<file path="src/hw/rtl/cqps_pkg.sv">
// Shared types, constants and codes of the class queue priority scheduler.
package cqps_pkg;

    localparam int NUM_CLASSES = 5;
    localparam int QUEUE_DEPTH = 1024;

    localparam int CLS_W  = (NUM_CLASSES > 1) ? $clog2(NUM_CLASSES) : 1;
    localparam int PTR_W  = $clog2(QUEUE_DEPTH);
    localparam int CNT_W  = $clog2(QUEUE_DEPTH + 1);
    localparam int SLOTS  = NUM_CLASSES * QUEUE_DEPTH;
    localparam int ADDR_W = $clog2(SLOTS);

    localparam int CMD_W      = 2;
    localparam int CSEL_W     = 4;
    localparam int DATA_W     = 16;
    localparam int STATUS_W   = 2;
    localparam int SERVED_W   = 3;
    localparam int PKT_CNT_W  = 32;
    localparam int BYTE_CNT_W = 48;
    localparam int MODE_W     = 2;
    localparam int DCLS_W     = 3;
    localparam int CFG_IDX_W  = 1;
    localparam int CFG_DATA_W = 3;

    localparam int CMDQ_DEPTH = 2;
    localparam int CMDQ_PTR_W = (CMDQ_DEPTH > 1) ? $clog2(CMDQ_DEPTH) : 1;
    localparam int CMDQ_CNT_W = $clog2(CMDQ_DEPTH + 1);

    // Command codes
    localparam logic [CMD_W-1:0] CMD_ENQ       = 2'd0;
    localparam logic [CMD_W-1:0] CMD_DEQ_CLASS = 2'd1;
    localparam logic [CMD_W-1:0] CMD_DEQ_ANY   = 2'd2;

    // Status codes
    localparam logic [STATUS_W-1:0] ST_OK    = 2'd0;
    localparam logic [STATUS_W-1:0] ST_DROP  = 2'd1;
    localparam logic [STATUS_W-1:0] ST_EMPTY = 2'd2;

    // Scheduling modes; anything else serves the default class only
    localparam logic [MODE_W-1:0] MODE_HIGH_FIRST = 2'd0;
    localparam logic [MODE_W-1:0] MODE_LOW_FIRST  = 2'd1;

    // Configuration register indexes
    localparam logic [CFG_IDX_W-1:0] CFG_SCHED_MODE     = 1'd0;
    localparam logic [CFG_IDX_W-1:0] CFG_FALLBACK_CLASS = 1'd1;

    typedef enum logic [2:0] {
        OP_ENQ,
        OP_DEQ_ONE,
        OP_DEQ_HIGH,
        OP_DEQ_LOW,
        OP_NOP
    } op_kind_t;

    typedef struct packed {
        op_kind_t              kind;
        logic [CLS_W-1:0]      cls;
        logic [DATA_W-1:0]     handle;
        logic [DATA_W-1:0]     len;
    } op_t;

    typedef struct packed {
        logic [STATUS_W-1:0]   status;
        logic [DATA_W-1:0]     out_handle;
        logic [DATA_W-1:0]     out_len;
        logic [SERVED_W-1:0]   served_class;
        logic [PKT_CNT_W-1:0]  dropped_total;
        logic [PKT_CNT_W-1:0]  queued_total;
        logic [PKT_CNT_W-1:0]  sent_total;
        logic [BYTE_CNT_W-1:0] bytes_in_total;
        logic [BYTE_CNT_W-1:0] bytes_out_total;
    } res_t;

    typedef enum logic {
        BK_RUN,
        BK_READ
    } back_state_t;

endpackage

</file>
<file path="src/hw/rtl/cqps_cmdq.sv">
// Two-entry command queue between the front end and the back end.
module cqps_cmdq import cqps_pkg::*; (
    input  logic aclk,
    input  logic aresetn,
    input  logic in_valid,
    output logic in_ready,
    input  op_t  in_op,
    output logic out_valid,
    input  logic out_ready,
    output op_t  out_op
);

    op_t                   entry_reg [CMDQ_DEPTH];
    logic [CMDQ_PTR_W-1:0] wr_ptr_reg;
    logic [CMDQ_PTR_W-1:0] rd_ptr_reg;
    logic [CMDQ_CNT_W-1:0] count_reg;
    logic                  push;
    logic                  pop;

    assign in_ready  = count_reg != CMDQ_CNT_W'(CMDQ_DEPTH);
    assign out_valid = count_reg != '0;
    assign out_op    = entry_reg[rd_ptr_reg];
    assign push      = in_valid && in_ready;
    assign pop       = out_valid && out_ready;

    always_ff @(posedge aclk) begin
        if (!aresetn) begin
            wr_ptr_reg <= '0;
            rd_ptr_reg <= '0;
            count_reg  <= '0;
        end else begin
            if (push) begin
                wr_ptr_reg <= wr_ptr_reg + 1'b1;
            end
            if (pop) begin
                rd_ptr_reg <= rd_ptr_reg + 1'b1;
            end
            if (push && !pop) begin
                count_reg <= count_reg + 1'b1;
            end else if (pop && !push) begin
                count_reg <= count_reg - 1'b1;
            end
        end
    end

    always_ff @(posedge aclk) begin
        if (push) begin
            entry_reg[wr_ptr_reg] <= in_op;
        end
    end

endmodule

</file>
<file path="config.mk">
export PLATFORM = sky130hd
export DESIGN_NAME = cqps_cmdq
export DESIGN_NICKNAME = d
export VERILOG_FILES = /design/src/hw/rtl/cqps_pkg.sv /design/src/hw/rtl/cqps_cmdq.sv
export SDC_FILE = /design/constraint.sdc
export NUM_CORES = 1
export LEC_CHECK = 0
export BUFFER_PORTS_ARGS = -buffer_cell sky130_fd_sc_hd__buf_2
export CAP_MARGIN = 20
export CORE_MARGIN = 2
export CORE_UTILIZATION = 51
export CTS_CLUSTER_SIZE = 14
export DETAILED_ROUTE_END_ITERATION = 12
export GPL_TIMING_DRIVEN = 0
export PLACE_DENSITY = 0.76
export SETUP_SLACK_MARGIN = 0.2
export SYNTH_ARGS = -nofsm -noshare
export SYNTH_HDL_FRONTEND = slang
export SYNTH_SLANG_ARGS = --single-unit
</file>
<file path="constraint.sdc">
create_clock -name aclk -period 2.1 [get_ports aclk]
set_input_delay 0.315 -clock aclk [delete_from_list [all_inputs] [get_ports aclk]]
set_output_delay 0.315 -clock aclk [all_outputs]
set_load 0.03 [all_outputs]
</file>
== Word level (Yosys, flattened, before mapping) ==
Memories as Yosys holds them, arrays and structs flattened. A register that Yosys moved wholly into a read port is not among the register bits.
Cells that the tools add are included.

* Add/subtract/negate cells: 4
* $mul: 0
* Divide/modulo/power cells: 0
* Order comparisons: 0
* Equality and inequality tests: 1
* Shifts and indexed selects: 0
* Multiplexer cells: 6
* Bitwise gates (word level): 0
* Reductions and logical operators: 8

{| class="wikitable"
|+ Operators by type and width
! operator !! count
|-
| $logic_and 1x1->1 || 4
|-
| $mux 1 || 4
|-
| $mux 2 || 2
|-
| $reduce_bool 2->1 || 2
|-
| $add 1x1->1 const B || 2
|-
| $add 2x1->2 const B || 1
|-
| $logic_not 1->1 || 2
|-
| $ne 2x2->1 const B || 1
|-
| $sub 2x1->2 const B || 1
|}

* Flip-flop bits (word level): 4
* Bits in latches: 0
* Bits in writable memories: 76
* Memory bits (read-only): 0
* Logic and storage cells: 23
* Memories: 1

{| class="wikitable"
|+ Memories
! name !! words !! width !! rd ports !! clocked after memory_dff !! wr ports !! RTL line !! text
|-
| entry_reg || 2 || 38 || 1 || 1 || 1 || cqps_cmdq.sv:13 || <nowiki>op_t entry_reg [CMDQ_DEPTH];</nowiki>
|}

== Depth between registers and ports, before layout ==
* Depth in word-level cells: 6
* Gate-level depth with buffers: 6
* Mapped depth without buffers: 6

== Worst setup path after synthesis ==
OpenSTA, ideal clock, no wires.

* Kind: register to register
* From: reg count_reg[0]
* To: mem entry_reg[1][0] in the netlist's numbering, enable pin
* Arrival time: 1,598 ps
* Required time: 1,701 ps
* Path slack: 103 ps
* Stages on the path, launching flop included: 3
* Path buffers: 0
* Cells stage by stage: dfxtp_1 -> nand2b_4 -> and3_1

* Longest elaborated chain between the ends: 4

{| class="wikitable"
|+ Ends and longest elaborated chain
! element !! RTL line !! text
|-
| from (decl) || cqps_cmdq.sv:16 || <nowiki>logic [CMDQ_CNT_W-1:0] count_reg;</nowiki>
|-
| from (signal assigned) || cqps_cmdq.sv:39 || <nowiki>count_reg <= count_reg + 1'b1;</nowiki>
|-
| from (signal assigned) || cqps_cmdq.sv:41 || <nowiki>count_reg <= count_reg - 1'b1;</nowiki>
|-
| $ne 2x2->1 || cqps_cmdq.sv:20 || <nowiki>assign in_ready = count_reg != CMDQ_CNT_W'(CMDQ_DEPTH);</nowiki>
|-
| via in_ready || cqps_cmdq.sv:6 || <nowiki>output logic in_ready,</nowiki>
|-
| $logic_and 1x1->1 || cqps_cmdq.sv:23 || <nowiki>assign push = in_valid && in_ready;</nowiki>
|-
| $mux 1 || cqps_cmdq.sv:47 || <nowiki>if (push) begin</nowiki>
|-
| $mux 1 (implied by the code) || cqps_cmdq.sv:48 || <nowiki>entry_reg[wr_ptr_reg] <= in_op;</nowiki>
|-
| to (decl) || cqps_cmdq.sv:13 ||
|}

The timed path passes the listed nets, and every way through them passes these cells.

==> metrics.md <==
| Metric | Value |
|---|---|
| Fillcell total | 420 |
| Final setup violation count | 0 |
| Global-route wire length before repair | ~7000 µm |
| Net Count, Synth | roughly 190 |
| Status | finished clean |
| Clk_lat worst skew | 0.32 ns |
| Mapped Cells | ~140 |
| Critical Path Source Type | flip-flop |
| Hold Crit Class | input pin to flip-flop |
| CP most frequent cell | buf_2 |
| CTS sink cnt | 81 |
| Inst Count DP | a little under 300 |
| # Max-Cap Violations | 0 |
| Final hold violations | 0 |
| Fmax | approximately 560 MHz |
| Final min period | approximately 1.8 ns |
| Worst Tran Pin Value | 0.881 ns |
| Finished Cell Area | 0.00368 mm² |
| CP Capture Type | output port |
| Die area | approximately 0.0065 mm² |
| Synthesized area | between 0.002 and 0.003 mm² |
| Clock Root Buffer | clkbuf_8 |
| Sequential cell area | approximately 0.0024 mm² |
| CP max-delay cell | mux2_2 |
| Max VDD drop | between 0.7 and 0.8 mV |
| Synth warnings | 0 |
| Period utilization | a little under nine tenths |
| Dominant cell type by area after synthesis | edfxtp_1 |
| Initial DRC Count | 133 |
| Synth Register Bits | slightly above 80 |
| Post-Syn Area per Cell | 21.0 µm² |
| Average wire per standard cell | about 15 µm |
| Residual DRC | 0 |
| Critical path cell sequence | buf_2 > mux2_2 > buf_2 |
| Grt ovf | 0 |
| Clock-pin slew on the worst setup and hold paths | around 0.070 ns |
| Max-slew violations | 0 |
| Layout cell share with drive strength beyond 1 | 58.8% |
| Routability congestion estimate | 0.682 |
| Leak | ~0.0014 µW |
| Final HPWL DP | 3160 µm |
| Buffers from clock root to sink, at most | 2 |
| # hold bufs at CTS | 0 |
| Diodes inserted | 0 |
| Worst path max stage delay | 0.38 ns |
| Top Ports | 82 |
| Die W | 80.4 µm |
| Via count | between 1500 and 2000 |
| Non-filler cells, final | 312 |
| RSZ-0062 raised after global routing | no |
| Starting density of the core | 53.5% |
| Vias in the first global route | between 1500 and 2000 |
| Largest net degree at the start of global routing | 39 |
| Num CTS Buffers | 9 |
| Req. time, crit path | 1.78 ns |
| Sequential fraction of the synthesis area | 79.9% |
| Num rows | 27 |
| Max reg flops | 76 |
| Worst Path Max Fanout | 10 |
| Synth top area cells | edfxtp_1 77%, mux2_2 14%, dfxtp_1 3.4% |
| Htree depth | 3 |
| Core area | roughly 0.0056 mm² |
| Tot Pwr | around 4600 µW |
| Post-detailed-route count of antenna-violating nets | 0 |
| Worst Skew | roughly 0.0032 ns |
| Total track usage | 15.5% |
| Port bufs | 81 |
| Drt pass-1 iters | 4 |
| Layout Nets | 279 |
| Detailed Route WL | ~4800 µm |
| Top cell type's share of synthesized area | about 77% |
| Die extent in y | ~80 µm |
| Cell variety after synth | 20 |
| Worst Path Arrival | about 1.5 ns |
| Pwr/cell area | 1250 mW/mm² |
| Rel. slew slack | between 40% and 50% |
| Multi-input gate area | 568 µm² |
| Routed vias/inst | roughly 4.9 |
| CTS tree | built |
| CP Class | flip-flop to output port |
| Area delta synth->final | 23.4% |
| DP Area | roughly 0.0035 mm² |
| Antenna violations before repair | 0 |
-- layout make-up --
type                    count  share of cell area [%]
inverters                   1                   0.102
plain buffers               4                    1.05
repair buffers             83                    11.4
multi-input cells          56                    15.4
clock inverters             6                    1.36
clock buffers               9                    3.37
well taps                  72                    2.45
flip-flops and latches     81                    64.8
-- cell families after synthesis --
logic type	synth area share, %
flip-flops	79.9
XOR/XNOR	0.882
multiplexers	14.4
AND/OR/NAND/NOR	2.18
AO/OA/AOI/OAI	1.18
buffers and inverters	1.05
adder cells (fa/ha/maj)	0.420
-- synthesized netlist by cell type, drive strengths merged --
| library cell | count |
|---|---|
| a21bo | 1 |
| a21boi | 2 |
| and2 | 4 |
| and3 | 1 |
| buf | 4 |
| dfxtp | 5 |
| edfxtp | 76 |
| ha | 1 |
| inv | 1 |
| mux2 | 38 |
| nand2b | 1 |
| nand3b | 1 |
| o21ai | 2 |
| or2 | 1 |
| or3 | 1 |
| xnor2 | 2 |
| xor2 | 1 |
-- report_power, final --
part	switching [µW]	internal [µW]
Clock	480	525
Combinational	941	577
Sequential	67.5	2020
Total	1490	3120
-- critical path: cells and delay by family (launching register included) --
family | cells | cell delay [ns]
multiplexers | 1 | 0.38
flip-flops | 1 | 0.34
buffers and inverters | 2 | 0.44
-- path summary, 6_finish.rpt --
path,startpoint,end,slack (ns),cells past startpoint
setup / recovery,flip-flop,out_op[32],0.30,3
hold / removal,in_op[0],entry_reg[1][0],0.17,1
setup reg to reg,count_reg[0],entry_reg[1][2],0.34,2
hold reg to reg,count_reg[1],count_reg[1],0.57,2
-- cells in the final DEF, fill, tap and decap left out, drive strengths merged --
cell	netlist	final
inv	1	1
or3	1	1
ha	1	1
and2	4	4
nand3b	1	1
mux2	38	38
xor2	1	1
a21bo	1	1
and3	1	1
o21ai	2	2
nand2b	1	1
clkinv	0	5
xnor2	2	2
buf	4	87
or2	1	1
a21boi	2	2
clkbuf	0	9
dfxtp	5	5
bufinv	0	1
edfxtp	76	76
-- stage by stage --
| step | TNS, ns | worst slack [ns] | hold WS, ns | util [%] |
|---|---|---|---|---|
| detailed placement | 0 | 0.327 | 0.506 | 62.4 |
| CTS | 0 | 0.160 | 0.151 | 65.5 |
| floorplan | 0 | 0.246 | 0.414 | - |
| finish | 0 | 0.302 | 0.172 | 66.0 |
| global route | 0 | 0.203 | 0.155 | 66.0 |
| global placement | -5.28 | -0.140 | 0.503 | 62.4 |
-- repair_timing --
item                                    CTS  global route
hold endpoints to repair                  0             0
setup buffers                             0             2
endpoints found under the setup margin   20            20
resized for setup                         0             3
-- per-layer routing --
layer	vias up	part of all wire (%)	track usage, %
li1	746	-	-
met1	741	41	18.7
met2	49	51	25.3
met3	8	6.3	3.71
met4	0	1.6	9.15
met5	-	0	0
Note: power is estimated with default switching activity, not from simulation.
