**src/hw/rtl/cqps_pkg.sv**
```systemverilog
// Shared types, constants and codes of the class queue priority scheduler.
package cqps_pkg;

    localparam int NUM_CLASSES = 5;
    localparam int QUEUE_DEPTH = 1024;

    localparam int CLS_W  = (NUM_CLASSES > 1) ? $clog2(NUM_CLASSES) : 1;
    localparam int PTR_W  = $clog2(QUEUE_DEPTH);
    localparam int CNT_W  = $clog2(QUEUE_DEPTH + 1);
    localparam int SLOTS  = NUM_CLASSES * QUEUE_DEPTH;
    localparam int ADDR_W = $clog2(SLOTS);

    localparam int CMD_W      = 2;
    localparam int CSEL_W     = 4;
    localparam int DATA_W     = 16;
    localparam int STATUS_W   = 2;
    localparam int SERVED_W   = 3;
    localparam int PKT_CNT_W  = 32;
    localparam int BYTE_CNT_W = 48;
    localparam int MODE_W     = 2;
    localparam int DCLS_W     = 3;
    localparam int CFG_IDX_W  = 1;
    localparam int CFG_DATA_W = 3;

    localparam int CMDQ_DEPTH = 2;
    localparam int CMDQ_PTR_W = (CMDQ_DEPTH > 1) ? $clog2(CMDQ_DEPTH) : 1;
    localparam int CMDQ_CNT_W = $clog2(CMDQ_DEPTH + 1);

    // Command codes
    localparam logic [CMD_W-1:0] CMD_ENQ       = 2'd0;
    localparam logic [CMD_W-1:0] CMD_DEQ_CLASS = 2'd1;
    localparam logic [CMD_W-1:0] CMD_DEQ_ANY   = 2'd2;

    // Status codes
    localparam logic [STATUS_W-1:0] ST_OK    = 2'd0;
    localparam logic [STATUS_W-1:0] ST_DROP  = 2'd1;
    localparam logic [STATUS_W-1:0] ST_EMPTY = 2'd2;

    // Scheduling modes; anything else serves the default class only
    localparam logic [MODE_W-1:0] MODE_HIGH_FIRST = 2'd0;
    localparam logic [MODE_W-1:0] MODE_LOW_FIRST  = 2'd1;

    // Configuration register indexes
    localparam logic [CFG_IDX_W-1:0] CFG_SCHED_MODE     = 1'd0;
    localparam logic [CFG_IDX_W-1:0] CFG_FALLBACK_CLASS = 1'd1;

    typedef enum logic [2:0] {
        OP_ENQ,
        OP_DEQ_ONE,
        OP_DEQ_HIGH,
        OP_DEQ_LOW,
        OP_NOP
    } op_kind_t;

    typedef struct packed {
        op_kind_t              kind;
        logic [CLS_W-1:0]      cls;
        logic [DATA_W-1:0]     handle;
        logic [DATA_W-1:0]     len;
    } op_t;

    typedef struct packed {
        logic [STATUS_W-1:0]   status;
        logic [DATA_W-1:0]     out_handle;
        logic [DATA_W-1:0]     out_len;
        logic [SERVED_W-1:0]   served_class;
        logic [PKT_CNT_W-1:0]  dropped_total;
        logic [PKT_CNT_W-1:0]  queued_total;
        logic [PKT_CNT_W-1:0]  sent_total;
        logic [BYTE_CNT_W-1:0] bytes_in_total;
        logic [BYTE_CNT_W-1:0] bytes_out_total;
    } res_t;

    typedef enum logic {
        BK_RUN,
        BK_READ
    } back_state_t;

endpackage

```
**src/hw/rtl/cqps_front.sv**
```systemverilog
// Front end: configuration registers, transaction intake and command classification.
module cqps_front import cqps_pkg::*; (
    input  logic                  aclk,
    input  logic                  aresetn,
    input  logic                  cfg_we,
    input  logic [CFG_IDX_W-1:0]  cfg_index,
    input  logic [CFG_DATA_W-1:0] cfg_wdata,
    input  logic                  s_valid,
    output logic                  s_ready,
    input  logic [CMD_W-1:0]      s_cmd,
    input  logic [CSEL_W-1:0]     s_class_sel,
    input  logic [DATA_W-1:0]     s_pkt_handle,
    input  logic [DATA_W-1:0]     s_pkt_len,
    output logic                  op_valid,
    input  logic                  op_ready,
    output op_t                   op
);

    logic [MODE_W-1:0] mode_reg;
    logic [DCLS_W-1:0] dclass_reg;
    logic              fv_reg;
    op_t               op_reg;
    op_t               op_next;
    logic [CLS_W-1:0]  eff_def;
    logic              csel_ok;

    assign s_ready  = !fv_reg || op_ready;
    assign op_valid = fv_reg;
    assign op       = op_reg;

    always_ff @(posedge aclk) begin
        if (!aresetn) begin
            mode_reg   <= '0;
            dclass_reg <= '0;
        end else if (cfg_we) begin
            unique case (cfg_index)
                CFG_SCHED_MODE:     mode_reg   <= cfg_wdata[MODE_W-1:0];
                CFG_FALLBACK_CLASS: dclass_reg <= cfg_wdata[DCLS_W-1:0];
                default: ;
            endcase
        end
    end

    // Out-of-range default class saturates to the top class
    always_comb begin
        eff_def = (int'(dclass_reg) < NUM_CLASSES) ? CLS_W'(dclass_reg)
                                                   : CLS_W'(NUM_CLASSES - 1);
        csel_ok = int'(s_class_sel) < NUM_CLASSES;
        op_next.kind   = OP_NOP;
        op_next.cls    = '0;
        op_next.handle = s_pkt_handle;
        op_next.len    = s_pkt_len;
        unique case (s_cmd)
            CMD_ENQ: begin
                op_next.kind = OP_ENQ;
                op_next.cls  = csel_ok ? CLS_W'(s_class_sel) : eff_def;
            end
            CMD_DEQ_CLASS: begin
                if (csel_ok) begin
                    op_next.kind = OP_DEQ_ONE;
                    op_next.cls  = CLS_W'(s_class_sel);
                end
            end
            CMD_DEQ_ANY: begin
                unique case (mode_reg)
                    MODE_HIGH_FIRST: op_next.kind = OP_DEQ_HIGH;
                    MODE_LOW_FIRST:  op_next.kind = OP_DEQ_LOW;
                    default: begin
                        op_next.kind = OP_DEQ_ONE;
                        op_next.cls  = eff_def;
                    end
                endcase
            end
            default: op_next.kind = OP_NOP;
        endcase
    end

    always_ff @(posedge aclk) begin
        if (!aresetn) begin
            fv_reg <= 1'b0;
        end else if (s_valid && s_ready) begin
            fv_reg <= 1'b1;
        end else if (op_ready) begin
            fv_reg <= 1'b0;
        end
    end

    always_ff @(posedge aclk) begin
        if (s_valid && s_ready) begin
            op_reg <= op_next;
        end
    end

endmodule

```
**config.mk**
```make
export PLATFORM = sky130hd
export DESIGN_NAME = cqps_front
export DESIGN_NICKNAME = d
export VERILOG_FILES = /design/src/hw/rtl/cqps_pkg.sv /design/src/hw/rtl/cqps_front.sv
export SDC_FILE = /design/constraint.sdc
export NUM_CORES = 1
export LEC_CHECK = 0
export BUFFER_PORTS_ARGS = -buffer_cell sky130_fd_sc_hd__clkbuf_2
export CAP_MARGIN = 20
export CORE_MARGIN = 2
export CORE_UTILIZATION = 30
export CTS_CLUSTER_SIZE = 14
export DETAILED_ROUTE_END_ITERATION = 8
export SETUP_SLACK_MARGIN = 0.3
export SYNTH_ARGS = -nofsm -noshare
export SYNTH_HDL_FRONTEND = slang
export SYNTH_SLANG_ARGS = --single-unit
```
**constraint.sdc**
```tcl
create_clock -name aclk -period 2.05 [get_ports aclk]
set_input_delay 0.1025 -clock aclk [delete_from_list [all_inputs] [get_ports aclk]]
set_output_delay 0.1025 -clock aclk [all_outputs]
set_load 0.02 [all_outputs]
```
After elaboration in Yosys (flattened, before gate mapping)
Index checks and enable logic that the tools add are counted.
{ "totals": {"input_bits": 47, "regBits": 44} }
{ "op_classes": {"n_lt_le_gt_ge": 2, "bitwise_logic": 1, "mux": 9, "n_eq_ne": 3, "n_reduce_logical": 9} }
{ "ops": {"columns": ["op", "n"], "rows": [
  ["3-bit case mux with 3 select lines", 2],
  ["3-bit two-way mux", 3],
  ["6-bit two-way mux", 1],
  ["2-bit by 1-bit equality test with 1-bit output, second input constant", 2],
  ["2-bit logical NOT", 2],
  ["4-bit by 3-bit < comparator with 1-bit output, second input constant", 1],
  ["2-bit case mux with 2 select lines", 1],
  ["2-bit AND reduction", 2],
  ["3-bit < comparator, second input constant", 1],
  ["2-bit equality test, second input constant", 1],
  ["1-bit two-way mux", 2],
  ["2-bit nonzero test", 1],
  ["2-bit OR reduction", 1],
  ["1-bit logical AND", 1],
  ["1-bit logical NOT", 1],
  ["1-bit logical OR", 1],
  ["1-bit NOT", 1]
]} }

Depth between registers and ports, before layout
Gate-level depths: netlist of the first run.
{ "logic_depth": {"word_depth": 4, "mapped_depth": 3, "mapped_depth_nobuf": 3} }

Least setup slack after synthesis of the first run
OpenSTA, ideal clock, no wires.
{ "synth_timing": {"path_type": "register to register", "startpoint": "reg fv_reg (netlist: op_valid)", "endpoint": "reg op_reg, in the netlist op[0], enable pin", "path_buffers": 0, "t_required_ns": 1.651, "path_stages_with_launch": 3, "slack_ns": 0.074, "t_arrival_ns": 1.577, "setup_ns": 0.399, "cell_sequence": "dfxtp_1 nand2b_1 and2_1"} }
{ "synth_via": {"elab_chain_cells": 3} }
{ "synth_lines": {"columns": ["item", "line_no", "text"], "rows": [
  ["start: declaration", "cqps_front.sv:21", "logic fv_reg;"],
  ["start signal: assignment", "cqps_front.sv:80", "fv_reg <= 1'b0;"],
  ["start signal: assignment", "cqps_front.sv:82", "fv_reg <= 1'b1;"],
  ["start signal: assignment", "cqps_front.sv:84", "fv_reg <= 1'b0;"],
  ["1-bit logical NOT", "cqps_front.sv:27", "assign s_ready = !fv_reg || op_ready;"],
  ["1-bit logical OR", "cqps_front.sv:27", null],
  ["via s_ready", "cqps_front.sv:9", "output logic s_ready,"],
  ["1-bit logical AND", "cqps_front.sv:89", "if (s_valid && s_ready) begin"],
  ["end signal: assignment", "cqps_front.sv:90", "op_reg <= op_next;"],
  ["end: declaration", "cqps_front.sv:22", "op_t op_reg;"]
]} }
The timed path passes the listed nets, and every way through them passes these cells.
A chain may end at the register's enable or synchronous reset.

Worst setup path in the final report of the first run
{ "layout_timing": {"startpoint": "reg fv_reg (netlist: op_valid)", "endpoint": "reg op_reg, in the netlist op[13], enable pin"} }
{ "layout_via": {"elab_chain_cells": 3} }
{ "layout_lines": {"columns": ["item", "line_no"], "rows": [
  ["1-bit logical NOT", "cqps_front.sv:27"],
  ["1-bit logical OR", "cqps_front.sv:27"],
  ["1-bit logical AND", "cqps_front.sv:89"]
]} }
Every way passes these cells.

==> results of run 1 <==
[Yosys cell counts (2+ instances only)]
library cell,instances,share of area [%]
sky130_fd_sc_hd__a21boi_0,5,2.5
sky130_fd_sc_hd__a31o_2,2,1.2
sky130_fd_sc_hd__and3_2,2,1.0
sky130_fd_sc_hd__dfxtp_1,6,8.1
sky130_fd_sc_hd__edfxtp_1,38,77
sky130_fd_sc_hd__nand2_1,5,1.3
sky130_fd_sc_hd__nand2b_1,2,0.84
sky130_fd_sc_hd__nand3_1,4,1.3
sky130_fd_sc_hd__nor2b_1,3,1.3
sky130_fd_sc_hd__o21ai_0,2,0.67
[routing by layer]
layer  vias up  routed length, um
met2        69               1670
met4         0                  0
met3         0                326
met5         -                  0
li1        555                  -
met1       520               1280
[per-stage QoR]
step / power [mW] / instances
after global placement: 1.27 / 234
after global routing: 2.01 / 274
final: 1.93 / 274
after floorplan: 1.17 / 80
after detailed placement: 1.27 / 234
after CTS: 1.96 / 274
[area by class of cell]
| cell class | count | area share [%] |
|---|---|---|
| multi-input cells | 35 | 9.31 |
| clock buffers | 5 | 2.81 |
| repair buffers | 119 | 31.0 |
| well taps | 67 | 3.43 |
| inverters | 1 | 0.153 |
| flip-flops and latches | 44 | 51.6 |
| clock inverters | 3 | 1.74 |
[worst paths after layout]
| kind | startpoint | endpoint | slack [ns] | cells after the start |
|---|---|---|---|---|
| setup reg to reg | op_valid | op[13] | 0.73 | 3 |
| hold / removal | s_valid | op_valid | 0.05 | 3 |
| setup / recovery | op_valid | op[13] | 0.73 | 3 |
| hold reg to reg | dclass_reg[0] | dclass_reg[0] | 0.48 | 2 |
[repair_timing]
| item | 4_1_cts | 5_1_grt |
|---|---|---|
| hold buffers | 32 | 0 |
| setup buffers | 0 | 0 |
| resized for setup | 0 | 0 |
| endpoints found under the hold margin | 32 | 0 |
[tightest hold or removal path: cells and delay by family]
family	cells	cell delay (ns)
compound gates	1	0.06
buf+inv	2	0.12
[power groups by stage]
stage                     logic (mW)  clock network (mW)  registers [mW]
final                          0.250               0.635            1.05
after global routing           0.273               0.688            1.05
after CTS                      0.253               0.663            1.05
after detailed placement       0.203                   0            1.07
after global placement         0.200                   0            1.07
after floorplan               0.0393                   0            1.13
[cell families after synthesis]
kind of cell    after synthesis  share of synthesized area, %
flops                        44                          84.6
compound gates               10                          4.95
simple gates                 23                          8.81
mux                           2                          1.43
buf+inv                       1                         0.251
[placed cells by master (no fill, tap or decap), drive strengths merged]
| cell type | n |
|---|---|
| nand2 | 6 |
| nor3b | 1 |
| buf | 1 |
| inv | 1 |
| clkinv | 2 |
| a21boi | 5 |
| edfxtp | 38 |
| mux2i | 1 |
| dlygate4sd3 | 32 |
| nand3b | 1 |
| a31o | 2 |
| nand3 | 4 |
| clkbuf | 91 |
| bufinv | 1 |
| nor2 | 1 |
| nor2b | 3 |
| dfxtp | 6 |
| and3 | 2 |
| o21ai | 3 |
| nand2b | 2 |
| nor3 | 1 |
| and2 | 2 |
| mux2 | 1 |
==> impl_metrics.json, run 1 <==
{
  "core_um2": 4750,
  "vias": 1144,
  "clk_root_buffer_cell": "sky130_fd_sc_hd__clkbuf_8",
  "critical_path_slowest_stage_cell": "sky130_fd_sc_hd__buf_4",
  "finalSetupViolCount": 0,
  "post_drt_wl_per_cell_um": 12.0,
  "nets": 253,
  "postPlaceCellArea_um2": 2010,
  "initial_core_util_pct": 31.4,
  "fin_area_um2": 2450,
  "ys_dominant_reg_cell": "sky130_fd_sc_hd__edfxtp_1",
  "ir_worst_vdd_mv": 0.363,
  "cp-end-kind": "flip-flop",
  "synthesis.nets": 127,
  "max_stage_delay_ns": 0.40,
  "tritoncts": "yes",
  "cts.htree.levels": 2,
  "met2_usage_pct": 23.1,
  "floorplan.io_pins": 87,
  "timing.critical_path.max_delay_family": "buffers and inverters",
  "drt-total-wl_mm": 3.28,
  "critical_path.cell_chain": "nand2b_1 > and2_2 > buf_4",
  "synthToLayoutAreaGrowth_pct": 64.0,
  "post-route-min-period_ns": 1.32,
  "required_ns": 1.99,
  "timing.max_slew.rel_slack_pct": 69.2,
  "fin_tns_setup_ns": 0,
  "drive_gt1_share_pct": 49.8,
  "ys_ff_latch": 44,
  "post_route_fraction_of_the_period_consumed_by_the_critical_path_pct": 64.3,
  "antenna_violations_before_repair": 0,
  "maximum_number_of_pins_on_one_net_before_global_route_repair": 39,
  "placementRows": 25,
  "cts_made_buffers": 5,
  "fp.dieW_um": 74.5,
  "max_clock_freq_mhz": 759,
  "path_clk_slew_ns": 0.08,
  "power_leakage_nw": 1.06,
  "number_of_routed_nets_with_antenna_violations": 0,
  "pwr-share-comb_pct": 12.9,
  "critical_path_buf_inv_count": 1,
  "globalRoute.busiestLayer": "met2",
  "gr-usage-met1_pct": 12.4,
  "multiInputGateArea_um2": 228,
  "run_status": "finished clean",
  "core_utilization_of_the_finished_layout_pct": 51.4,
  "numClockSinks": 44,
  "global_route_wire_length_before_repair_mm": 4.95,
  "globalRouteTotalUtil_pct": 12.2,
  "met3_usage_pct": 3.25,
  "timing.final.hold_violations": 0,
  "critical_path.max_fanout": 38,
  "drc_errors": 0,
  "grt_overflow_total": 0,
  "clockBufferDepth": 2,
  "die_h_um": 74.5,
  "worst_setup_path_start_kind": "flip-flop",
  "grt_setup_unrepaired": "no",
  "dp.final_hpwl_mm": 2.30,
  "drt_pre_antenna_iters": 5,
  "port_buffers": 86,
  "largest_reg_flops": 38,
  "clkLatencyLatePin_ns": 0.29,
  "edff_count_synth": 38,
  "syn_area_um2": 1490,
  "seqPwrFrac_pct": 54.2,
  "internal_mw": 1.51,
  "swShare_pct": 21.9,
  "part_of_the_power_in_the_clock_network_pct": 32.9,
  "worstMarginPinSlew_ns": 0.461,
  "switching_power_mw": 0.424,
  "p_per_area_nw_per_um2": 790,
  "worst_clock_skew_ns": 0.00634,
  "n_fill_cell": 426,
  "synth.avg_cell_area_um2": 18.6,
  "synth_warnings": 0,
  "synthesis.instances": 80,
  "pre_cts_slack_ns": 0.719,
  "drv.max_cap_violation_count": 0,
  "synth_cell_type_count": 21,
  "ff_latch_area_um2": 1260,
  "drt_iter0_markers": 32,
  "antenna_cells": 0,
  "routed_via_density": 4.18,
  "min-delay-path-class": "primary input to flip-flop",
  "timing_worst_setup_path_type": "flip-flop to flip-flop",
  "die-area_um2": 5550,
  "grt_pass1_vias": 1126,
  "slew_violations": 0,
  "holdWs_ns": 0.0519,
  "ys_seq_area_share_pct": 84.6,
  "critical_path_arrival_ns": 1.25,
  "routability_cong": 0.740,
  "async_flop_share_pct": 0,
  "final.setup.worst_slack_ns": 0.732
}
No activity file was read; power rests on OpenSTA's default activity.
==> run 2: changes to the inputs <==
==> constraint.sdc (replaced) <==
create_clock -name aclk -period 1.1 [get_ports aclk]
set_input_delay 0.055 -clock aclk [delete_from_list [all_inputs] [get_ports aclk]]
set_output_delay 0.055 -clock aclk [all_outputs]
set_load 0.02 [all_outputs]
==> impl_metrics.json, run 2 (synthesis results as in run 1) <==
{
  "power_leakage_nw": 1.19,
  "timing.final.hold_violations": 0,
  "max_clock_freq_mhz": 947,
  "globalRouteTotalUtil_pct": 12.8,
  "drt-total-wl_mm": 3.80,
  "routability_cong": 0.742,
  "antenna_violations_before_repair": 0,
  "core_um2": 4750,
  "post_route_fraction_of_the_period_consumed_by_the_critical_path_pct": 96.0,
  "floorplan.io_pins": 87,
  "grt_overflow_total": 0,
  "final.setup.worst_slack_ns": 0.0435,
  "antenna_cells": 0,
  "drt_pre_antenna_iters": 2,
  "cts.htree.levels": 2,
  "largest_reg_flops": 38,
  "fin_area_um2": 2800,
  "die-area_um2": 5550,
  "number_of_routed_nets_with_antenna_violations": 0,
  "holdWs_ns": 0.0120,
  "required_ns": 1.11,
  "cts_made_buffers": 5,
  "fin_tns_setup_ns": 0,
  "worst_hold_stages": 3,
  "clk_root_buffer_cell": "sky130_fd_sc_hd__clkbuf_8",
  "path_clk_slew_ns": 0.07,
  "critical_path.max_fanout": 7,
  "p_per_area_nw_per_um2": 1350,
  "grt_pass1_vias": 1155,
  "pre_cts_slack_ns": 0.0359,
  "die_h_um": 74.5,
  "cp-end-kind": "flip-flop",
  "critical_path_arrival_ns": 1.07,
  "post_drt_wl_per_cell_um": 13.5,
  "drc_errors": 0,
  "worstMarginPinSlew_ns": 0.136,
  "worst_clock_skew_ns": 0.00379,
  "placementRows": 25,
  "final_common_cell": "sky130_fd_sc_hd__clkbuf_2",
  "dp.final_hpwl_mm": 2.40,
  "vias": 1182,
  "worst_setup_path_start_kind": "flip-flop",
  "finalPower_mw": 3.78,
  "ir_worst_vdd_mv": 0.590,
  "clockBufferDepth": 2,
  "clkLatencyLatePin_ns": 0.29,
  "routed_via_density": 4.19,
  "drt_iter0_markers": 70,
  "drv.max_cap_violation_count": 0,
  "timing.critical_path.depth": 3,
  "drive_gt1_share_pct": 55.3,
  "postPlaceCellArea_um2": 2060,
  "timing_worst_setup_path_type": "flip-flop to flip-flop",
  "max_stage_delay_ns": 0.36,
  "critical_path_slowest_stage_cell": "sky130_fd_sc_hd__dfxtp_4",
  "fp.dieW_um": 74.5,
  "worst_r2r_path_depth": 3,
  "slew_violations": 0,
  "synthToLayoutAreaGrowth_pct": 87.4,
  "nets": 261,
  "critical_path.cell_chain": "nand2b_4 > and2_4 > clkbuf_16",
  "tritoncts": "yes",
  "mostFrequentLayoutCells": "sky130_fd_sc_hd__clkbuf_2, sky130_fd_sc_hd__edfxtp_1, sky130_fd_sc_hd__buf_6, sky130_fd_sc_hd__dlygate4sd3_1, sky130_fd_sc_hd__buf_2",
  "run_status": "finished clean",
  "min-delay-path-class": "primary input to flip-flop",
  "post-route-min-period_ns": 1.06,
  "critical_path_buf_inv_count": 1,
  "grt_setup_unrepaired": "yes",
  "maximum_number_of_pins_on_one_net_before_global_route_repair": 29,
  "finalSetupViolCount": 0,
  "timing.max_slew.rel_slack_pct": 90.7,
  "numClockSinks": 44,
  "timing.critical_path.max_delay_family": "flip-flops",
  "port_buffers": 86,
  "global_route_wire_length_before_repair_mm": 5.14,
  "initial_core_util_pct": 31.4
}
==> run 2: changes by cell type in the layout (fill, tap and decap cells not counted), sizes merged <==
cell | previous run | this run
dlygate4sd3 | 32 | 33
buf | 1 | 46
clkbuf | 91 | 54
clkinv | 2 | 1
==> run 2: cell type report <==
class	instances	area, um^2
timing repair buffer	127	1070
fill	405	1960
multi-input combinational	35	264
tap	67	83.8
inverter	1	3.75
clock buffer	6	72.6
clock inverter	2	35.0
sequential	44	1270
==> run 2: where the power goes <==
part	switching (mW)	internal (mW)	leakage (nW)
Combinational	0.272	0.346	0.718
Sequential	0.0449	1.92	0.420
Clock	0.514	0.674	0.0552
==> run 2: metrics by stage <==
stage	instances	util, %
2_1_floorplan	80	-
3_3_place_gp	235	43.3
3_5_place_dp	235	43.3
4_1_cts	279	53.6
5_1_grt	282	58.8
6_report	282	58.8
==> run 2: per-layer routing <==
metal	vias to the layer above	wire [um]	track usage, %
met3	7	383	5.15
met5	-	0	0
li1	569	-	-
met4	0	65	4.76
met1	534	1510	13.6
met2	72	1850	22.8
==> run 2: path summary, 6_finish.rpt <==
path / from / endpoint / slack, ns
worst max-delay path: op_valid / op[15] / 0.04
worst min-delay path: cfg_wdata[2] / dclass_reg[2] / 0.01
worst max register to register: op_valid / op[15] / 0.04
worst min register to register: dclass_reg[0] / dclass_reg[0] / 0.49
==> run 2: worst reg2reg max path, cell delays in order, from the launching register on <==
cell,delay [ns]
sky130_fd_sc_hd__dfxtp_4,0.36
sky130_fd_sc_hd__nand2b_4,0.06
sky130_fd_sc_hd__and2_4,0.20
sky130_fd_sc_hd__clkbuf_16,0.17
==> run 2: repair_timing <==
item                       CTS  global route
pin swaps                    3             1
buffers inserted             3             1
setup endpoints to repair   82            83
hold endpoints to repair    33             0
cloned                       0             2
hold buffers                33             0
gates resized for setup      8           103
==> run 3: changes to the inputs <==
--- a/config.mk
+++ b/config.mk
@@ -11,6 +11,7 @@
 export CORE_UTILIZATION = 30
 export CTS_CLUSTER_SIZE = 14
 export DETAILED_ROUTE_END_ITERATION = 8
+export RECOVER_POWER = 50
 export SETUP_SLACK_MARGIN = 0.3
 export SYNTH_ARGS = -nofsm -noshare
 export SYNTH_HDL_FRONTEND = slang
==> impl_metrics.json, run 3 (synthesis results as in run 1) <==
{
  "post-route-min-period_ns": 1.06,
  "critical_path_arrival_ns": 1.07,
  "p_per_area_nw_per_um2": 1380,
  "worstMarginPinSlew_ns": 0.301,
  "fp.dieW_um": 74.5,
  "uppermost_signal_routing_layer_after_detailed_routing": "met4",
  "floorplan.io_pins": 87,
  "timing.max_slew.rel_slack_pct": 80.0,
  "cts.htree.levels": 2,
  "min-delay-path-class": "primary input to flip-flop",
  "post_drt_wl_per_cell_um": 13.5,
  "slew_violations": 0,
  "run_status": "finished clean",
  "cts_made_buffers": 5,
  "antenna_cells": 0,
  "number_of_routed_nets_with_antenna_violations": 0,
  "clkLatencyLatePin_ns": 0.29,
  "multiInputGateArea_um2": 262,
  "ff_latch_area_um2": 1260,
  "post_route_fraction_of_the_period_consumed_by_the_critical_path_pct": 96.2,
  "drive_gt1_share_pct": 45.1,
  "routability_cong": 0.742,
  "cp-end-kind": "flip-flop",
  "drv.max_cap_violation_count": 0,
  "nets": 261,
  "mostFrequentLayoutCells": "sky130_fd_sc_hd__clkbuf_2, sky130_fd_sc_hd__edfxtp_1, sky130_fd_sc_hd__dlygate4sd3_1",
  "grt_pass1_vias": 1155,
  "n_fill_cell": 428,
  "drt_pre_antenna_iters": 2,
  "required_ns": 1.11,
  "ir_worst_vdd_mv": 0.582,
  "power_leakage_nw": 1.12,
  "die_h_um": 74.5,
  "routed_via_density": 4.20,
  "critical_path.max_fanout": 9,
  "grt_overflow_total": 0,
  "placementRows": 25,
  "clockBufferDepth": 2,
  "finalSetupViolCount": 0,
  "vias": 1184,
  "core_utilization_of_the_finished_layout_pct": 56.8,
  "worst_setup_path_start_kind": "flip-flop",
  "routedLengthMet1_mm": 1.52,
  "synthToLayoutAreaGrowth_pct": 81.1,
  "tritoncts": "yes",
  "final_common_cell": "sky130_fd_sc_hd__clkbuf_2",
  "timing_worst_setup_path_type": "flip-flop to flip-flop",
  "numClockSinks": 44,
  "worst_clock_skew_ns": 0.00259,
  "antenna_violations_before_repair": 0,
  "die-area_um2": 5550,
  "core_um2": 4750,
  "drt-total-wl_mm": 3.81,
  "port_buffers": 86,
  "met2_length_mm": 1.85,
  "globalRouteTotalUtil_pct": 12.8,
  "drc_errors": 0,
  "largest_reg_flops": 38,
  "clk_root_buffer_cell": "sky130_fd_sc_hd__clkbuf_8",
  "dp.final_hpwl_mm": 2.40,
  "grt_setup_unrepaired": "yes",
  "initial_core_util_pct": 31.4,
  "timing.final.hold_violations": 0,
  "path_clk_slew_ns": 0.08,
  "finalPower_mw": 3.74,
  "global_route_wire_length_before_repair_mm": 5.14,
  "met3RoutedLength_um": 380,
  "drt_iter0_markers": 83,
  "max_clock_freq_mhz": 945,
  "maximum_number_of_pins_on_one_net_before_global_route_repair": 29
}
-- run 3: cell count changes in the layout (fill, tap and decap cells not counted), sizes merged --
cell | previous run | this run
buf | 46 | 28
clkbuf | 54 | 72
-- run 3: final timing paths --
path                                      end  depth (start not counted)  slack [ns]           from
worst max-delay path                   op[33]                          3        0.04       op_valid
worst max register to register         op[33]                          3        0.04       op_valid
worst min-delay path            dclass_reg[2]                          3        0.01   cfg_wdata[2]
worst min register to register  dclass_reg[0]                          2        0.49  dclass_reg[0]
-- run 3: worst max-delay path, stage by stage, from the launching register on --
cell,delay [ns]
sky130_fd_sc_hd__dfxtp_1,0.34
sky130_fd_sc_hd__nand2b_4,0.07
sky130_fd_sc_hd__and2_4,0.20
sky130_fd_sc_hd__buf_6,0.16
-- run 3: per-layer routing --
| layer | vias up | track usage, % |
|---|---|---|
| li1 | 569 | - |
| met4 | 0 | 4.76 |
| met2 | 72 | 22.8 |
| met3 | 7 | 5.15 |
| met5 | - | 0 |
| met1 | 536 | 13.6 |
-- run 3: area by class of cell --
class	count	area share [%]
clock buffers	6	2.69
clock inverters	2	1.30
inverters	1	0.139
multi-input cells	35	9.68
flip-flops and latches	44	46.7
well taps	67	3.10
repair buffers	127	36.4
-- run 3: stage by stage --
step	setup TNS [ns]	worst slack, ns	hold WS (ns)	instances	instance area (um^2)
2_1_floorplan	-3.80	-0.100	0.154	80	1520
3_3_place_gp	0	0.0563	0.233	235	2060
3_5_place_dp	0	0.0359	0.234	235	2060
4_1_cts	0	0.0371	0.00515	279	2550
5_1_grt	0	0.00800	0.0269	282	2700
6_report	0	0.0415	0.0121	282	2700
-- run 3: what timing repair did --
action	CTS	global route
setup buffers	3	1
gates cloned	0	2
setup endpoints to repair	82	83
hold endpoints to repair	33	0
pin swaps	3	1
resized for setup	8	103
hold buffers	33	0
-- run 3: power breakdown --
part	internal, mW	total (mW)	switching (mW)
registers	1.92	1.96	0.0408
logic	0.310	0.582	0.272
clock network	0.674	1.19	0.517
